--- config.mk ---
export PLATFORM = sky130hd
export DESIGN_NAME = registration_handshake_fsm
export DESIGN_NICKNAME = d
export VERILOG_FILES = /design/src/sv/rhs_pkg.sv /design/src/sv/registration_handshake_fsm.sv /design/src/sv/rhs_fsm.sv
export VERILOG_INCLUDE_DIRS = /design/src /design/src/sv
export SDC_FILE = /design/constraint.sdc
export NUM_CORES = 1
export LEC_CHECK = 0
export BUFFER_PORTS_ARGS = -buffer_cell sky130_fd_sc_hd__buf_2
export CAP_MARGIN = 20
export CORE_MARGIN = 4
export CORE_UTILIZATION = 55
export DETAILED_ROUTE_END_ITERATION = 7
export PLACE_DENSITY = 0.79
export SYNTH_ARGS = -nofsm -noshare
export SYNTH_HDL_FRONTEND = slang
export SYNTH_SLANG_ARGS = --single-unit
--- constraint.sdc ---
create_clock -name clk_i -period 11.1 [get_ports clk_i]
set_input_delay 1.11 -clock clk_i [delete_from_list [all_inputs] [get_ports clk_i]]
set_output_delay 1.11 -clock clk_i [all_outputs]
set_load 0.01 [all_outputs]
--- src/sv/registration_handshake_fsm_macros.svh ---
// assertion macros used by the registration handshake rtl
`ifndef REGISTRATION_HANDSHAKE_FSM_MACROS_SVH
`define REGISTRATION_HANDSHAKE_FSM_MACROS_SVH

// same-cycle implication, disabled during reset
`define RHS_ASSERT_NOW(label, ante, cons) \
  label: assert property (@(posedge clk_i) disable iff (!rst_ni) (ante) |-> (cons)) \
    else $error("registration handshake check failed");

// next-cycle implication, disabled during reset
`define RHS_ASSERT_NEXT(label, ante, cons) \
  label: assert property (@(posedge clk_i) disable iff (!rst_ni) (ante) |=> (cons)) \
    else $error("registration handshake check failed");

`endif

--- src/sv/rhs_pkg.sv ---
// shared constants and types of the registration handshake
package rhs_pkg;

  localparam int TokenBits = 16;
  localparam int TickBits  = 16;

  localparam logic [2:0] OpConnected     = 3'd0;
  localparam logic [2:0] OpConnFailed    = 3'd1;
  localparam logic [2:0] OpConfigReply   = 3'd2;
  localparam logic [2:0] OpConfigDone    = 3'd3;
  localparam logic [2:0] OpRegisterReply = 3'd4;
  localparam logic [2:0] OpPingFail      = 3'd5;
  localparam logic [2:0] OpPingOk        = 3'd6;
  localparam logic [2:0] OpTick          = 3'd7;

  localparam logic [2:0] StDisc  = 3'd0;
  localparam logic [2:0] StReq   = 3'd1;
  localparam logic [2:0] StConf  = 3'd2;
  localparam logic [2:0] StReg   = 3'd3;
  localparam logic [2:0] StReady = 3'd4;

  localparam logic [2:0] ActNone      = 3'd0;
  localparam logic [2:0] ActRequest   = 3'd1;
  localparam logic [2:0] ActConfigure = 3'd2;
  localparam logic [2:0] ActRegister  = 3'd3;
  localparam logic [2:0] ActReady     = 3'd4;
  localparam logic [2:0] ActDisc      = 3'd5;

  localparam logic [0:0]          RegTimeout   = 1'b0;
  localparam logic [TickBits-1:0] TimeoutReset = TickBits'(30);

  typedef struct packed {
    logic [2:0]           op;
    logic                 ok;
    logic                 has_tok;
    logic [TokenBits-1:0] tok;
    logic                 lists;
  } event_t;

  typedef struct packed {
    logic                 accepted;
    logic [2:0]           action;
    logic [TokenBits-1:0] token;
    logic [2:0]           state;
    logic                 ready;
  } result_t;

endpackage

--- src/sv/registration_handshake_fsm.sv ---
// top level of the registration handshake client
// path: an accepted event is held in the input register, and its result then in the result register
// throughput: one event per cycle while the result is not stalled, the state update is a single combinational pass
// input stall follows the result stall once both registers hold a beat
// reset: asynchronous, state disconnected, counters and flags cleared, timeout 30

module registration_handshake_fsm (
  input  logic                            clk_i,
  input  logic                            rst_ni,

  input  logic                            in_valid_i,
  output logic                            in_stall_o,
  input  logic [2:0]                      operation_i,
  input  logic                            reply_ok_i,
  input  logic                            reply_has_token_i,
  input  logic [rhs_pkg::TokenBits-1:0]   reply_token_i,
  input  logic                            lists_present_i,

  output logic                            out_valid_o,
  input  logic                            out_stall_i,
  output logic                            accepted_o,
  output logic [2:0]                      action_o,
  output logic [rhs_pkg::TokenBits-1:0]   token_out_o,
  output logic [2:0]                      state_now_o,
  output logic                            server_ready_o,

  input  logic                            psel,
  input  logic                            penable,
  input  logic                            pwrite,
  input  logic [2:0]                      paddr,
  input  logic [31:0]                     pwdata,
  output logic [31:0]                     prdata,
  output logic                            pready
);

  logic [rhs_pkg::TickBits-1:0] timeout_q;

  logic             s1_valid_q;
  rhs_pkg::event_t  s1_evt_q;
  logic             out_valid_q;
  rhs_pkg::result_t out_res_q;
  rhs_pkg::result_t res;

  logic adv;
  logic in_take;

  assign pready = 1'b1;
  assign prdata = (paddr[2] == rhs_pkg::RegTimeout) ? {16'b0, timeout_q} : '0;

  always_ff @(posedge clk_i or negedge rst_ni) begin
    if (!rst_ni) begin
      timeout_q <= rhs_pkg::TimeoutReset;
    end else if (psel && penable && pwrite && paddr[2] == rhs_pkg::RegTimeout) begin
      timeout_q <= pwdata[rhs_pkg::TickBits-1:0];
    end
  end

  assign adv        = s1_valid_q && (!out_valid_q || !out_stall_i);
  assign in_stall_o = s1_valid_q && !adv;
  assign in_take    = in_valid_i && !in_stall_o;

  // input register
  always_ff @(posedge clk_i or negedge rst_ni) begin
    if (!rst_ni) begin
      s1_valid_q <= 1'b0;
    end else if (in_take) begin
      s1_valid_q <= 1'b1;
    end else if (adv) begin
      s1_valid_q <= 1'b0;
    end
  end

  always_ff @(posedge clk_i) begin
    if (in_take) begin
      s1_evt_q.op      <= operation_i;
      s1_evt_q.ok      <= reply_ok_i;
      s1_evt_q.has_tok <= reply_has_token_i;
      s1_evt_q.tok     <= reply_token_i;
      s1_evt_q.lists   <= lists_present_i;
    end
  end

  rhs_fsm u_fsm (
    .clk_i     (clk_i),
    .rst_ni    (rst_ni),
    .fire_i    (adv),
    .evt_i     (s1_evt_q),
    .timeout_i (timeout_q),
    .res_o     (res)
  );

  // result register
  always_ff @(posedge clk_i or negedge rst_ni) begin
    if (!rst_ni) begin
      out_valid_q <= 1'b0;
    end else if (adv) begin
      out_valid_q <= 1'b1;
    end else if (!out_stall_i) begin
      out_valid_q <= 1'b0;
    end
  end

  always_ff @(posedge clk_i) begin
    if (adv) begin
      out_res_q <= res;
    end
  end

  assign out_valid_o    = out_valid_q;
  assign accepted_o     = out_res_q.accepted;
  assign action_o       = out_res_q.action;
  assign token_out_o    = out_res_q.token;
  assign state_now_o    = out_res_q.state;
  assign server_ready_o = out_res_q.ready;

endmodule

--- src/sv/rhs_fsm.sv ---
// handshake state machine with token counter and timeout check
`include "registration_handshake_fsm_macros.svh"

module rhs_fsm (
  input  logic                          clk_i,
  input  logic                          rst_ni,
  input  logic                          fire_i,
  input  rhs_pkg::event_t               evt_i,
  input  logic [rhs_pkg::TickBits-1:0]  timeout_i,
  output rhs_pkg::result_t              res_o
);

  logic [2:0]                    state_q, state_d;
  logic [rhs_pkg::TokenBits-1:0] token_q, token_d;
  logic                          seen_q, seen_d;
  logic [rhs_pkg::TickBits-1:0]  idle_q, idle_d;
  logic [rhs_pkg::TickBits-1:0]  phase_q, phase_d;
  logic                          chk_q, chk_d;
  logic                          rdy_q, rdy_d;

  logic                          acc;
  logic [2:0]                    act;
  logic                          req;
  logic                          tok_match;
  logic [rhs_pkg::TickBits-1:0]  idle_inc;
  logic                          phase_wrap;

  assign tok_match  = (evt_i.tok == token_q);
  assign idle_inc   = (idle_q == '1) ? idle_q : idle_q + 1'b1;
  assign phase_wrap = ({1'b0, phase_q} + 1'b1) >= {1'b0, timeout_i};

  always_comb begin
    state_d = state_q;
    token_d = token_q;
    seen_d  = seen_q;
    idle_d  = idle_q;
    phase_d = phase_q;
    chk_d   = chk_q;
    rdy_d   = rdy_q;
    acc     = 1'b0;
    act     = rhs_pkg::ActNone;
    req     = 1'b0;

    if (evt_i.op != rhs_pkg::OpTick) begin
      seen_d = 1'b1;
      idle_d = '0;
    end

    case (evt_i.op)
      rhs_pkg::OpConnected: begin
        if (state_q == rhs_pkg::StDisc) begin
          acc = 1'b1;
          req = 1'b1;
        end
      end
      rhs_pkg::OpConnFailed: begin
        acc     = 1'b1;
        state_d = rhs_pkg::StDisc;
        chk_d   = 1'b0;
        rdy_d   = 1'b0;
        act     = rhs_pkg::ActDisc;
      end
      rhs_pkg::OpConfigReply: begin
        if (state_q == rhs_pkg::StReq) begin
          if (evt_i.ok && evt_i.has_tok && tok_match) begin
            state_d = rhs_pkg::StConf;
            act     = rhs_pkg::ActConfigure;
            acc     = 1'b1;
          end else if (!evt_i.ok || !evt_i.has_tok) begin
            req = 1'b1;
          end
        end
      end
      rhs_pkg::OpConfigDone: begin
        if (state_q == rhs_pkg::StConf) begin
          acc = 1'b1;
          if (evt_i.lists) begin
            state_d = rhs_pkg::StReg;
            act     = rhs_pkg::ActRegister;
          end else begin
            req = 1'b1;
          end
        end
      end
      rhs_pkg::OpRegisterReply: begin
        if (state_q == rhs_pkg::StReg && tok_match) begin
          if (evt_i.ok) begin
            state_d = rhs_pkg::StReady;
            chk_d   = 1'b0;
            rdy_d   = 1'b1;
            act     = rhs_pkg::ActReady;
            acc     = 1'b1;
          end else begin
            req = 1'b1;
          end
        end
      end
      rhs_pkg::OpPingFail: begin
        acc   = 1'b1;
        rdy_d = 1'b0;
        req   = 1'b1;
      end
      rhs_pkg::OpPingOk: begin
        acc = 1'b1;
      end
      rhs_pkg::OpTick: begin
        idle_d = idle_inc;
        if (phase_wrap) begin
          phase_d = '0;
          if (chk_q && seen_q && state_q != rhs_pkg::StDisc && idle_inc >= timeout_i) begin
            idle_d = '0;
            rdy_d  = 1'b0;
            req    = 1'b1;
            acc    = 1'b1;
          end
        end else begin
          phase_d = phase_q + 1'b1;
        end
      end
      default: begin
      end
    endcase

    // new configuration request, token incremented unless it is saturated
    if (req) begin
      token_d = (token_q == '1) ? token_q : token_q + 1'b1;
      chk_d   = 1'b1;
      state_d = rhs_pkg::StReq;
      act     = rhs_pkg::ActRequest;
    end
  end

  always_ff @(posedge clk_i or negedge rst_ni) begin
    if (!rst_ni) begin
      state_q <= rhs_pkg::StDisc;
      token_q <= '0;
      seen_q  <= 1'b0;
      idle_q  <= '0;
      phase_q <= '0;
      chk_q   <= 1'b0;
      rdy_q   <= 1'b0;
    end else if (fire_i) begin
      state_q <= state_d;
      token_q <= token_d;
      seen_q  <= seen_d;
      idle_q  <= idle_d;
      phase_q <= phase_d;
      chk_q   <= chk_d;
      rdy_q   <= rdy_d;
    end
  end

  assign res_o.accepted = acc;
  assign res_o.action   = act;
  assign res_o.token    = token_d;
  assign res_o.state    = state_d;
  assign res_o.ready    = rdy_d;

  `RHS_ASSERT_NEXT(a_token_monotonic, fire_i, token_q >= $past(token_q))
  `RHS_ASSERT_NOW(a_ready_in_ready_state, rdy_q, state_q == rhs_pkg::StReady)
  `RHS_ASSERT_NOW(a_check_off_when_idle, state_q == rhs_pkg::StDisc || state_q == rhs_pkg::StReady, !chk_q)
  `RHS_ASSERT_NEXT(a_request_enters_req, fire_i && act == rhs_pkg::ActRequest, state_q == rhs_pkg::StReq && chk_q)

endmodule
; ---- After elaboration in Yosys (flattened, before gate mapping)
; Index checks and enable logic that the tools add are counted.
[classes]
add_sub_neg = 4
magnitude_cmp = 2
eq_ne = 17
mux = 54
bitwise_logic = 1
n_reduce_logical = 32
[ops]
columns = operator, count
row1 = 16-bit two-way mux, 9
row2 = 16-bit by 1-bit adder with 16-bit output (second input constant), 3
row3 = 3-bit two-way mux, 11
row4 = 16-bit equality test (second input constant), 2
row5 = 1-bit two-way mux, 26
row6 = 3-bit one-hot mux with 4 select lines, 2
row7 = 16-bit by 1-bit adder with 17-bit output (second input constant), 1
row8 = 17-bit by 16-bit greater-or-equal comparator with 1-bit output, 1
row9 = 16-bit equality test, 1
row10 = 16-bit greater-or-equal comparator, 1
row11 = 3-bit by 2-bit equality test with 1-bit output (second input constant), 4
row12 = 3-bit equality test (second input constant), 4
row13 = 1-bit logical AND, 12
row14 = 1-bit one-hot mux with 6 select lines, 2
row15 = 3-bit by 1-bit equality test with 1-bit output (second input constant), 2
row16 = 1-bit logical NOT, 6
row17 = 3-bit logical NOT, 2
row18 = 2-bit AND reduction, 3
row19 = 3-bit nonzero test, 2
row20 = 2-bit two-way mux, 2
row21 = 4-bit AND reduction, 1
row22 = 2-bit nonzero test, 2
row23 = 3-bit by 1-bit != test with 1-bit output (second input constant), 1
row24 = 3-bit by 2-bit != test with 1-bit output (second input constant), 1
row25 = 8 further kinds, 9
[totals]
regBits = 118
input_bits = 64
output_inout_bits = 59
elab_cells = 130

; ---- Depth between registers and ports, before layout
; Gate-level depths: netlist of the first run.
[logic_depth]
ltp_word = 9
depth_mapped = 19
mapped_depth_nobuf = 17

; ---- Modules after synthesis
; A second synthesis of the first run with hierarchy kept.
[hier_totals]
cells_unflattened = 735
area_unflattened_um2 = 7419.6
[by_module_without_submodules]
columns = mod, instances, cells_each, area_each_um2, seq_area_each_um2
row1 = rhs_fsm, 1, 611, 5047.3, 1351.3
row2 = registration_handshake_fsm, 1, 124, 2372.3, 1836.8

; ---- Least setup slack after synthesis of the first run
; OpenSTA, ideal clock, no wires.
[synth_timing]
path_kind = reg-to-reg
start = register u_fsm.idle_q[0] (netlist bit)
end = register out_res_q, in the netlist token_out_o[1] (data pin)
setup_ps = 262
t_arrival_ps = 3492
required_time_ps = 10838
setup_slack_ps = 7346
path_stages_with_launch = 18
path_buffers = 1
period_less_slack_ps = 3754
path_cell_list = dfrtp_1 > ha_1 > nand2_1 > nor3_1 > nand2b_1 > clkbuf_1 > nor2b_1 > nand2_1 > xnor2_1 > ha_1 > a211o_1 > a21oi_1 > o21ai_0 > a211o_1 > and2b_1 > a21oi_4 > nor2_1 > mux2_1
[synth_rtl]
columns = item, line
row1 = "start, declared", rhs_fsm.sv:16  ; logic [rhs_pkg::TickBits-1:0] idle_q, idle_d;
row2 = "start signal, assigned", rhs_fsm.sv:146  ; idle_q <= idle_d;
row3 = "end signal, assigned", registration_handshake_fsm.sv:105  ; out_res_q <= res;
row4 = "end, declared", registration_handshake_fsm.sv:41  ; rhs_pkg::result_t out_res_q;

==> results of run 1 <==
-- cell families (layout without fill, tap and decap cells) --
family                     after synthesis  after routing  synth area share
buffers and inverters                   74            148           0.05526
and+or+nand+nor                        223            223            0.1758
AOI/OAI and AO/OA                      116            116            0.1170
DFF                                    118            118            0.4709
other                                    2             17          0.001109
xor gates and xnor gates                61             61           0.07891
adders and majority gates               35             35           0.06468
muxes                                   22             22           0.03641
-- power by group through the flow --
stage | logic [mW] | clock network (mW) | registers (mW)
after floorplan | 0.161 | 0 | 0.551
after global placement | 0.211 | 0 | 0.558
after detailed placement | 0.221 | 0 | 0.561
after CTS | 0.224 | 0.579 | 0.554
after global routing | 0.249 | 0.602 | 0.561
final | 0.222 | 0.572 | 0.555
-- worst min-delay path by stage --
stage,from,endpoint,slack (ns),depth (start not counted)
3_5_place_dp,timeout_q[12],timeout_q[12],0.49,1
3_3_place_gp,s1_valid_q,out_valid_o,0.47,1
6_report,timeout_q[7],timeout_q[7],0.50,1
2_1_floorplan,s1_valid_q,out_valid_o,0.46,1
4_1_cts,timeout_q[12],timeout_q[12],0.50,1
5_1_grt,timeout_q[13],timeout_q[13],0.52,1
-- area by class of cell --
cell class              instances  area [sq um]  area share
repair buffers                 91         465.4     0.05948
well taps                     147         183.9     0.02350
clock inverters                 6         87.58     0.01119
clock buffers                  26         541.8     0.06924
flip-flops and latches        118          3188      0.4074
multi-input cells             474          3264      0.4172
inverters                      25         93.84     0.01199
-- sequential cells by signal (all words and copies together), names as in the netlist --
signal	count
s1_evt_q	22
timeout_q	16
token_out_o	16
u_fsm.idle_q	16
u_fsm.phase_q	16
u_fsm.token_q	16
action_o	3
state_now_o	3
u_fsm.state_q	3
accepted_o	1
out_valid_o	1
s1_valid_q	1
server_ready_o	1
u_fsm.chk_q	1
u_fsm.rdy_q	1
u_fsm.seen_q	1
-- cell usage after synthesis, types with 6 or more instances --
library cell,count,area [sq um]
sky130_fd_sc_hd__a21o_1,7,52.55
sky130_fd_sc_hd__a21oi_1,27,135.1
sky130_fd_sc_hd__a22o_1,15,131.4
sky130_fd_sc_hd__a31oi_1,9,56.30
sky130_fd_sc_hd__and3_1,9,56.30
sky130_fd_sc_hd__and4_1,6,52.55
sky130_fd_sc_hd__buf_2,7,35.03
sky130_fd_sc_hd__buf_4,19,142.6
sky130_fd_sc_hd__clkbuf_1,19,71.32
sky130_fd_sc_hd__dfrtp_1,68,1702
sky130_fd_sc_hd__edfxtp_1,46,1381
sky130_fd_sc_hd__ha_1,35,437.9
sky130_fd_sc_hd__inv_1,25,93.84
sky130_fd_sc_hd__mux2_2,19,214.0
sky130_fd_sc_hd__nand2_1,49,183.9
sky130_fd_sc_hd__nand2b_1,15,93.84
sky130_fd_sc_hd__nand3_1,32,160.2
sky130_fd_sc_hd__nand4_1,11,68.82
sky130_fd_sc_hd__nor2_1,49,183.9
sky130_fd_sc_hd__nor3_1,13,65.06
sky130_fd_sc_hd__o21ai_0,22,110.1
sky130_fd_sc_hd__xnor2_1,25,219.0
sky130_fd_sc_hd__xor2_1,36,315.3
-- critical path, delay by kind of cell (launching register included) --
kind	cells	cell delay (ns)
AO/OA/AOI/OAI	5	1.41
XOR/XNOR	1	0.21
AND/OR/NAND/NOR	7	1.55
multiplexers	1	0.38
adder cells (fa/ha/maj)	2	0.55
flip-flops	1	0.42
buffers and inverters	1	0.09
-- metal layers --
| metal | GRT usage | up-vias | wire length [um] |
|---|---|---|---|
| met3 | 0.05176 | 18 | 735 |
| met4 | 0.08255 | 0 | 241 |
| li1 | - | 2459 | - |
| met1 | 0.2605 | 2452 | 6051 |
| met5 | 0 | - | 0 |
| met2 | 0.3584 | 139 | 7380 |
==> results.txt, run 1 <==
----------------------------------------------------
[Worst setup path]
  Arrival time at the worst endpoint ... 5.04 ns
  Nature of the critical path endpoint ... flip-flop
  Cell count of the worst reg-to-reg path ... 17
  Biggest cell delay along the critical path ... 0.69 ns
  Cell with the largest stage delay on the worst path ... sky130_fd_sc_hd__a21oi_4
  Worst path required time ... 11.27 ns
  Cells along the critical path ... ha_1, nand3_1, nor2_2, and3_1, and3_1, nand3_1, xor2_1, inv_1, ha_1, a21o_1, a21oi_1, o21ai_0, a31oi_2, nand2_4, a21oi_4, nor2_1, mux2_1
  Kind of start point of the critical path ... flip-flop
  Worst-case register-to-register setup slack ... between 6 and 7 ns
  Beginning of the worst register-to-register path ... u_fsm.phase_q[0]
  Worst Setup EP ... token_out_o[1]
  Crit-path max FO ... 26
  Crit path from ... u_fsm.phase_q[0]
  Worst r2r dst ... token_out_o[1]
  Critical path start-end classification ... flip-flop to flip-flop

[Yosys]
  Avg Synthesized Cell Area ... ~10 sq um
  Number of library cell types mapped by synthesis ... 68
  Netlist area before placement ... 6770 sq um
  Syn. warnings ... 0
  Async set or reset register ratio after synthesis ... 0.6102
  Number of synthesized flops with an enable pin ... 46
  Main synth FF type ... sky130_fd_sc_hd__dfrtp_1
  Synth Instances ... approximately 650
  Post-synthesis sequential area ratio ... 0.4709
  Count of state elements after synthesis ... between 100 and 150

[Timing]
  Final clock period utilization by the worst path ... 0.4392
  RSZ-0062 raised after global routing ... no
  Final Hold Vio Count ... 0
  Actual transition at the worst max-transition pin ... 0.9573 ns
  Final min period ... a little under 5 ns
  Final setup margin ... 6.225 ns
  Worst slack on hold paths ... 0.5022 ns
  Setup TNS ... 0 ns
  Worst Skew ... ~0.011 ns
  Max Slew Vio Count ... 0
  Peak clock frequency supported by timing ... between 200 and 250 MHz
  Final setup violation count ... 0
  Normalized max-slew margin ... 0.3618

[Run status]
  Outcome ... completed

[Layout]
  Design area ... 7825 sq um
  Layout net count ... around 830
  Commonest non-fill, non-tap cells in the layout ... 87 x sky130_fd_sc_hd__buf_2, 68 x sky130_fd_sc_hd__dfrtp_1, 49 x sky130_fd_sc_hd__nand2_1, 49 x sky130_fd_sc_hd__nor2_1, 46 x sky130_fd_sc_hd__edfxtp_1
  Layout fillers ... about 930
  Share of layout cells above drive strength 1 ... 0.2230
  Fin cells ... between 800 and 900
  Area added between synthesis and finish ... 15.58%
  Leading cell type in the layout, fill and taps excluded ... sky130_fd_sc_hd__buf_2
  Final standard cell utilization of the core ... 0.6515
  Inserted Diodes ... 0

[Power and ir drop]
  Cell-internal power ... slightly below 1 mW
  Leakage power figure ... approximately 3.6 nW
  Proportion of power drawn by combinational gates ... 0.165
  Proportion of total power due to net switching ... 0.2700
  Switching power total ... ~0.36 mW
  Final Power ... about 1.3 mW
  Total power per unit cell area ... between 150 and 200 nW/um^2
  Seq pwr share ... 0.412
  Clock group share of total power ... 0.424
  Peak supply drop ... 0.0001235 V

[CTS]
  H-tree lvl count ... 4
  TritonCTS buffer count ... 17
  Clock-pin slew on the worst setup and hold paths ... roughly 0.06 ns
  Clk_lat worst skew ... ~0.42 ns
  Number of sinks on the clock net ... between 100 and 150
  Setup fix buffers added after clock tree synthesis ... 0
  Max Buffers Root-to-Sink ... 2
  Root buffer cell ... sky130_fd_sc_hd__clkbuf_16
  Hold-fix buffers, CTS ... 0
  Cts repair resizes ... 0
  TritonCTS clock tree ... yes

[Global route]
  Number of global-route vias before repair ... 4973
  GRT Total Usage ... 0.2113
  First-pass GRT wire length ... 24.04 mm
  Number of antenna violations at the first check in global routing ... 0
  Global route total overflow ... 0
  Pin count of the biggest net entering global routing ... 73

[Floorplan]
  Area of the die ... 14150 sq um
  Overall die width ... between 100 and 150 um
  Count of standard-cell rows ... 40
  Vertical extent of the die ... 119.0 um
  Standard cell core area ... 12010 sq um
  I/O pins ... about 120
  Starting Density ... 0.5636

[Placed design]
  Worst Setup Slack post-DPL ... roughly 6.3 ns
  DP HPWL ... between 10 and 15 mm
  Number of buffers added on ports ... slightly below 90
  Placed Area ... roughly 7200 sq um
  Placer congestion estimate ... slightly below 0.9
  Post-Place Cells ... roughly 860

[Detailed routing]
  Average wire length per cell after detail routing ... around 16 um
  Number of DRC markers after the initial detailed-route iteration ... roughly 300
  Remaining DRCs ... 0
  Number of search-and-repair iterations in the first detailed-routing pass ... 5
  Number of antenna-violating nets in the routed design ... 0
  Via total after detailed routing ... roughly 5100
  Total length of routed wires ... 14.41 mm
  Mean number of vias per cell ... 5.714

[Job]
  Maxcap violations ... 0

[Worst hold path]
  Worst hold path type ... flip-flop to flip-flop

----------------------------------------------------
(Power assumes the default switching activity.)
==> inputs of run 2 (changes only) <==
ABC_AREA = 1   (was unset)
clock period = 4.8 ns   (was 11.1 ns; I/O delays follow)
==> results.txt, run 2 <==
----------------------------------------------------
[Run status]
  Outcome ... completed

[Worst setup path]
  Critical path start-end classification ... flip-flop to flip-flop
  Nature of the critical path endpoint ... flip-flop
  Worst-case register-to-register setup slack ... roughly 0.84 ns
  Beginning of the worst register-to-register path ... u_fsm.idle_q[0]
  Worst path required time ... ~5.2 ns
  Crit-path max FO ... 20
  Arrival time at the worst endpoint ... roughly 4.3 ns
  Worst r2r dst ... u_fsm.token_q[11]
  Cell count of the worst reg-to-reg path ... 21
  Kind of start point of the critical path ... flip-flop

[Timing]
  Final min period ... ~4.0 ns
  Actual transition at the worst max-transition pin ... a little under 1 ns
  Setup TNS ... 0 ns
  Max Slew Vio Count ... 0
  Final setup violation count ... 0
  Peak clock frequency supported by timing ... roughly 250 MHz
  Final clock period utilization by the worst path ... 0.8249
  Normalized max-slew margin ... 0.3567
  RSZ-0062 raised after global routing ... no
  Final Hold Vio Count ... 0
  Worst Skew ... a little under 0.006 ns
  Final setup margin ... 0.8406 ns

[Global route]
  Number of antenna violations at the first check in global routing ... 0
  First-pass GRT wire length ... roughly 27 mm
  Global route total overflow ... 0
  Pin count of the biggest net entering global routing ... 61
  Number of global-route vias before repair ... around 5600
  GRT Total Usage ... 0.2327

[Yosys]
  Proportion of netlist area held by the largest area contributor ... 0.2415
  Main synth FF type ... sky130_fd_sc_hd__dfrtp_1
  Cell type with the largest total area after synthesis ... sky130_fd_sc_hd__dfrtp_1
  Count of state elements after synthesis ... roughly 120
  Cell types occupying the most area after synthesis ... sky130_fd_sc_hd__dfrtp_1 24%, sky130_fd_sc_hd__edfxtp_1 20%, sky130_fd_sc_hd__nand2_1 12%, sky130_fd_sc_hd__ha_1 6.2%, sky130_fd_sc_hd__inv_1 5.6%
  Syn. warnings ... 0
  Avg Synthesized Cell Area ... just over 8 sq um
  Number of library cell types mapped by synthesis ... 45
  Most numerous cell in the Yosys netlist ... sky130_fd_sc_hd__nand2_1
  Post-synthesis sequential area ratio ... 0.4525
  Synth Instances ... approximately 870
  Async set or reset register ratio after synthesis ... 0.6102
  Number of synthesized flops with an enable pin ... 46
  Netlist area before placement ... 7046 sq um
  Commonest cells in the netlist ... 231 x sky130_fd_sc_hd__nand2_1, 105 x sky130_fd_sc_hd__inv_1, 89 x sky130_fd_sc_hd__nor2_1

[Detailed routing]
  Met1 wire length ... slightly above 7 mm
  Highest metal layer used by the detailed router ... met4
  Average wire length per cell after detail routing ... about 14 um
  Number of antenna-violating nets in the routed design ... 0
  Number of DRC markers after the initial detailed-route iteration ... between 500 and 600
  Number of search-and-repair iterations in the first detailed-routing pass ... 5
  Remaining DRCs ... 0
  Via total after detailed routing ... between 5000 and 6000
  Total length of routed wires ... between 15 and 20 mm
  Mean number of vias per cell ... 5.164
  Met2 layer wire length in the routed design ... 7.468 mm
  Met3 layer wire length in the routed design ... a little over 900 um

[Placed design]
  Number of buffers added on ports ... 87
  Post-Place Cells ... ~1100
  Placer congestion estimate ... about 0.9
  Worst Setup Slack post-DPL ... between 0.9 and 1 ns
  DP HPWL ... 11.26 mm

[Power and ir drop]
  Clock group share of total power ... 0.379
  Total power per unit cell area ... 404.7 nW/um^2
  Seq pwr share ... 0.399
  Proportion of total power due to net switching ... 0.3087
  Switching power total ... just over 1 mW
  Proportion of power drawn by combinational gates ... 0.222
  Peak supply drop ... 0.0003244 V
  Leakage power figure ... just over 4 nW
  Cell-internal power ... roughly 2.3 mW

[Layout]
  Register with the highest flop count ... s1_evt_q
  Share of layout cells above drive strength 1 ... 0.1531
  Area added between synthesis and finish ... 15.13%
  Leading cell type in the layout, fill and taps excluded ... sky130_fd_sc_hd__nand2_1
  Max reg flops ... 22
  Fin cells ... 1139
  Layout net count ... ~1100
  Commonest non-fill, non-tap cells in the layout ... 231 x sky130_fd_sc_hd__nand2_1, 105 x sky130_fd_sc_hd__inv_1, 88 x sky130_fd_sc_hd__nor2_1
  Layout fillers ... a little over 1000
  Inserted Diodes ... 0

[Floorplan]
  Overall die width ... around 120 um
  Area of the die ... roughly 15000 sq um
  Starting Density ... 0.5606
  I/O pins ... ~120
  Vertical extent of the die ... 121.2 um
  Count of standard-cell rows ... 41
  Standard cell core area ... between 10000 and 15000 sq um

[Job]
  Maxcap violations ... 0

[CTS]
  Cts repair resizes ... 0
  H-tree lvl count ... 4
  TritonCTS buffer count ... 17
  Setup fix buffers added after clock tree synthesis ... 0
  Hold-fix buffers, CTS ... 0
  Clk_lat worst skew ... 0.42 ns
  TritonCTS clock tree ... yes
  Root buffer cell ... sky130_fd_sc_hd__clkbuf_16
  Max Buffers Root-to-Sink ... 2
  Clock-pin slew on the worst setup and hold paths ... ~0.050 ns
  Number of sinks on the clock net ... between 100 and 150

[Worst hold path]
  Worst hold path type ... primary input to async pin

----------------------------------------------------
==> run 2: worst max-delay path, cell delays in order, from the launching register on <==
cell                      delay, ns
sky130_fd_sc_hd__dfrtp_1       0.41
sky130_fd_sc_hd__ha_1          0.20
sky130_fd_sc_hd__nand3_1       0.12
sky130_fd_sc_hd__nor3_2        0.28
sky130_fd_sc_hd__nand2_1       0.14
sky130_fd_sc_hd__nor4_1        0.36
sky130_fd_sc_hd__nor2_1        0.12
sky130_fd_sc_hd__xor2_1        0.25
sky130_fd_sc_hd__inv_1         0.08
sky130_fd_sc_hd__ha_1          0.27
sky130_fd_sc_hd__nand2_1       0.05
sky130_fd_sc_hd__inv_1         0.06
sky130_fd_sc_hd__nand3_1       0.06
sky130_fd_sc_hd__nor2_1        0.14
sky130_fd_sc_hd__nand3_1       0.09
sky130_fd_sc_hd__nand3_1       0.20
sky130_fd_sc_hd__nand4_4       0.35
sky130_fd_sc_hd__nand2_4       0.37
sky130_fd_sc_hd__nand2_1       0.10
sky130_fd_sc_hd__nand2_1       0.12
sky130_fd_sc_hd__nand2_1       0.06
sky130_fd_sc_hd__nand2_1       0.08
==> run 2: worst max-delay path by stage <==
stage | slack, ns | endpoint | start | cells after the start
after CTS | 0.86 | u_fsm.token_q[11] | u_fsm.idle_q[0] | 21
final | 0.84 | u_fsm.token_q[11] | u_fsm.idle_q[0] | 21
after global routing | 0.38 | u_fsm.token_q[11] | u_fsm.idle_q[0] | 21
after global placement | 0.96 | u_fsm.state_q[1] | u_fsm.idle_q[0] | 20
after detailed placement | 0.90 | u_fsm.token_q[11] | u_fsm.idle_q[0] | 21
after floorplan | 1.72 | token_out_o[10] | u_fsm.idle_q[0] | 19
==> run 2: per-stage QoR <==
step | instance area, sq um | power, mW | hold slack (ns) | utilization
floorplan | 7102 | 1.835 | 0.1844 | -
global placement | 7503 | 2.011 | 0.4532 | 0.5970
detailed placement | 7518 | 2.042 | 0.4616 | 0.5982
CTS | 8112 | 3.298 | 0.1996 | 0.6454
global route | 8112 | 3.485 | 0.2052 | 0.6454
finish | 8112 | 3.283 | 0.1715 | 0.6454
==> run 2: per-layer routing <==
layer,vias up,track usage
li1,2957,-
met1,2736,0.3122
met2,162,0.3619
met3,27,0.06807
met4,0,0.08263
met5,-,0
==> run 2: power groups by stage <==
stage	clock network, mW	logic [mW]	registers [mW]
final	1.24	0.730	1.31
after global routing	1.33	0.833	1.33
after CTS	1.26	0.730	1.31
after detailed placement	0	0.720	1.32
after global placement	0	0.693	1.32
after floorplan	0	0.537	1.30
==> run 2: kinds of logic (layout without fill, tap and decap cells) <==
| group | count (synthesis) | in the layout | synth area share |
|---|---|---|---|
| AND/OR/NAND/NOR | 440 | 440 | 0.2708 |
| buffers and inverters | 150 | 229 | 0.09554 |
| flip-flops | 118 | 118 | 0.4525 |
| AO/OA/AOI/OAI | 90 | 90 | 0.07033 |
| XOR/XNOR | 37 | 37 | 0.04600 |
| adder cells (fa/ha/maj) | 35 | 35 | 0.06216 |
| other | 2 | 17 | 0.001066 |
| multiplexers | 1 | 1 | 0.001598 |
==> run 2: layout make-up <==
| cell class | instances | area, sq um | area share |
|---|---|---|---|
| Multi-Input combinational cell | 620 | 3248 | 0.4004 |
| Sequential cell | 118 | 3188 | 0.3930 |
| Timing Repair Buffer | 90 | 465.4 | 0.05738 |
| Clock inverter | 7 | 65.06 | 0.008021 |
| Clock buffer | 25 | 528.0 | 0.06509 |
| Inverter | 107 | 401.6 | 0.04951 |
| Tap cell | 172 | 215.2 | 0.02653 |
==> inputs of run 3 (changes only) <==
clock period = 3.8 ns   (was 4.8 ns; I/O delays follow)
==> results.txt, run 3 (synthesized netlist as in run 2, its figures left out) <==
----------------------------------------------------
[Run status]
  Outcome ... completed

[Floorplan]
  Area of the die ... roughly 15000 sq um
  I/O pins ... between 100 and 150
  Starting Density ... 0.5606
  Count of standard-cell rows ... 41
  Overall die width ... around 120 um
  Vertical extent of the die ... 121.2 um
  Standard cell core area ... between 10000 and 15000 sq um

[Power and ir drop]
  Total power per unit cell area ... between 500 and 600 nW/um^2
  Peak supply drop ... 0.0003481 V
  Leakage power figure ... 4.181 nW

[Worst setup path]
  Worst Setup EP ... token_out_o[2]
  Worst r2r dst ... token_out_o[2]
  Cell count of the worst reg-to-reg path ... 19
  Kind of start point of the critical path ... flip-flop
  Beginning of the worst register-to-register path ... u_fsm.phase_q[0]
  Crit-path max FO ... 8
  Arrival time at the worst endpoint ... 3.66 ns
  Nature of the critical path endpoint ... flip-flop
  Worst path required time ... 3.97 ns
  Worst-case register-to-register setup slack ... between 0.3 and 0.4 ns
  Crit path from ... u_fsm.phase_q[0]
  Critical path start-end classification ... flip-flop to flip-flop

[Placed design]
  Placer congestion estimate ... 0.8937
  DP HPWL ... 11.53 mm
  Placed Area ... roughly 7600 sq um
  Number of buffers added on ports ... 87

[Layout]
  Layout fillers ... between 1000 and 1500
  Leading cell type in the layout, fill and taps excluded ... sky130_fd_sc_hd__nand2_1
  Commonest non-fill, non-tap cells in the layout ... 231 x sky130_fd_sc_hd__nand2_1, 104 x sky130_fd_sc_hd__inv_1, 88 x sky130_fd_sc_hd__nor2_1
  Share of layout cells above drive strength 1 ... 0.1607
  Max reg flops ... 22
  Area added between synthesis and finish ... 16.48%
  Layout net count ... ~1100
  Design area ... 8207 sq um
  Register with the highest flop count ... s1_evt_q
  Inserted Diodes ... 0

[Timing]
  Normalized max-slew margin ... 0.3552
  Worst slack on hold paths ... about 0.13 ns
  Worst Skew ... roughly 0.0095 ns
  Peak clock frequency supported by timing ... ~290 MHz
  Actual transition at the worst max-transition pin ... slightly below 1 ns
  Setup TNS ... 0 ns
  RSZ-0062 raised after global routing ... no
  Final Hold Vio Count ... 0
  Final setup violation count ... 0
  Final clock period utilization by the worst path ... 0.9186
  Final min period ... approximately 3.5 ns
  Max Slew Vio Count ... 0

[CTS]
  TritonCTS buffer count ... 17
  TritonCTS clock tree ... yes
  Number of sinks on the clock net ... 118
  H-tree lvl count ... 4
  Root buffer cell ... sky130_fd_sc_hd__clkbuf_16
  Max Buffers Root-to-Sink ... 2
  Clk_lat worst skew ... 0.42 ns
  Clock-pin slew on the worst setup and hold paths ... about 0.050 ns

[Global route]
  GRT Total Usage ... 0.2306
  Number of antenna violations at the first check in global routing ... 0
  Number of global-route vias before repair ... 5450
  First-pass GRT wire length ... approximately 26 mm
  Global route total overflow ... 0
  Pin count of the biggest net entering global routing ... 60

[Detailed routing]
  Number of antenna-violating nets in the routed design ... 0
  Via total after detailed routing ... 5967
  Remaining DRCs ... 0
  Number of search-and-repair iterations in the first detailed-routing pass ... 5
  Mean number of vias per cell ... 5.193
  Average wire length per cell after detail routing ... 14.11 um
  Number of DRC markers after the initial detailed-route iteration ... ~470
  Total length of routed wires ... around 16 mm

[Worst hold path]
  Worst hold path type ... primary input to flip-flop

[Job]
  Maxcap violations ... 0

----------------------------------------------------
[run 3: cell types whose count changed in the layout (fill, tap and decap cells not counted), sizes merged]
cell,change
buf,+9
dlygate4sd3,+1
bufinv,+1
clkbuf,+1
clkinvlp,-1
inv,-1
[run 3: metrics by stage]
step | setup slack, ns | utilization | power (mW) | instances
2_1_floorplan | 0.7175 | - | 2.318 | 888
3_3_place_gp | 0.2529 | 0.6028 | 2.547 | 1114
3_5_place_dp | 0.2057 | 0.6040 | 2.580 | 1115
4_1_cts | 0.1332 | 0.6484 | 4.114 | 1148
5_1_grt | 0.02661 | 0.6530 | 4.335 | 1149
6_report | 0.3095 | 0.6530 | 4.105 | 1149
[run 3: worst max-delay path, stage by stage, from the launching register on]
cell	delay (ns)
sky130_fd_sc_hd__dfrtp_1	0.43
sky130_fd_sc_hd__ha_1	0.21
sky130_fd_sc_hd__nand2_1	0.09
sky130_fd_sc_hd__nor2_2	0.14
sky130_fd_sc_hd__nand2_1	0.13
sky130_fd_sc_hd__nor3_2	0.17
sky130_fd_sc_hd__nand3_1	0.12
sky130_fd_sc_hd__nor2_1	0.15
sky130_fd_sc_hd__xor2_1	0.28
sky130_fd_sc_hd__ha_1	0.21
sky130_fd_sc_hd__nand2_1	0.07
sky130_fd_sc_hd__nor2_1	0.11
sky130_fd_sc_hd__nand2_1	0.08
sky130_fd_sc_hd__o21ai_0	0.22
sky130_fd_sc_hd__nand2_1	0.09
sky130_fd_sc_hd__nand3_2	0.14
sky130_fd_sc_hd__nand4_4	0.19
sky130_fd_sc_hd__buf_4	0.24
sky130_fd_sc_hd__nand3_1	0.07
sky130_fd_sc_hd__nand2_1	0.08
[run 3: how the worst min path moves through the flow]
stage               cells after the start       endpoint  slack, ns             start
global placement                        1  timeout_q[10]       0.34            rst_ni
floorplan                               0    out_valid_o       0.08            rst_ni
finish                                  1   s1_evt_q[19]       0.13    operation_i[0]
global route                            1    s1_evt_q[3]       0.11  reply_token_i[2]
detailed placement                      1  timeout_q[10]       0.34            rst_ni
CTS                                     1   s1_evt_q[19]       0.11    operation_i[0]
[run 3: routing by layer]
metal | up-vias | global-route usage | share of wire
met5 | - | 0 | 0
met4 | 0 | 0.08263 | 0.020
met3 | 31 | 0.05315 | 0.051
met2 | 180 | 0.3640 | 0.48
met1 | 2771 | 0.3133 | 0.45
li1 | 2985 | - | -
[run 3: what timing repair did]
action	in CTS	in global routing
endpoints found under the setup margin	0	48
buffers inserted	0	1
gates resized for setup	0	9
hold endpoints to repair	16	0
hold buffers	1	0
[run 3: cell type report]
class | count | area (sq um) | area share
repair buffers | 100 | 555.5 | 0.06769
multi-input cells | 620 | 3294 | 0.4014
clock buffers | 26 | 469.2 | 0.05717
inverters | 107 | 405.4 | 0.04940
well taps | 172 | 215.2 | 0.02622
clock inverters | 6 | 78.83 | 0.009605
flip-flops and latches | 118 | 3188 | 0.3885
[run 3: power by group]
| group | switching, mW | leakage, nW | internal (mW) |
|---|---|---|---|
| clock network | 0.533 | 0.268 | 0.974 |
| logic | 0.613 | 2.56 | 0.328 |
| registers | 0.133 | 1.36 | 1.52 |
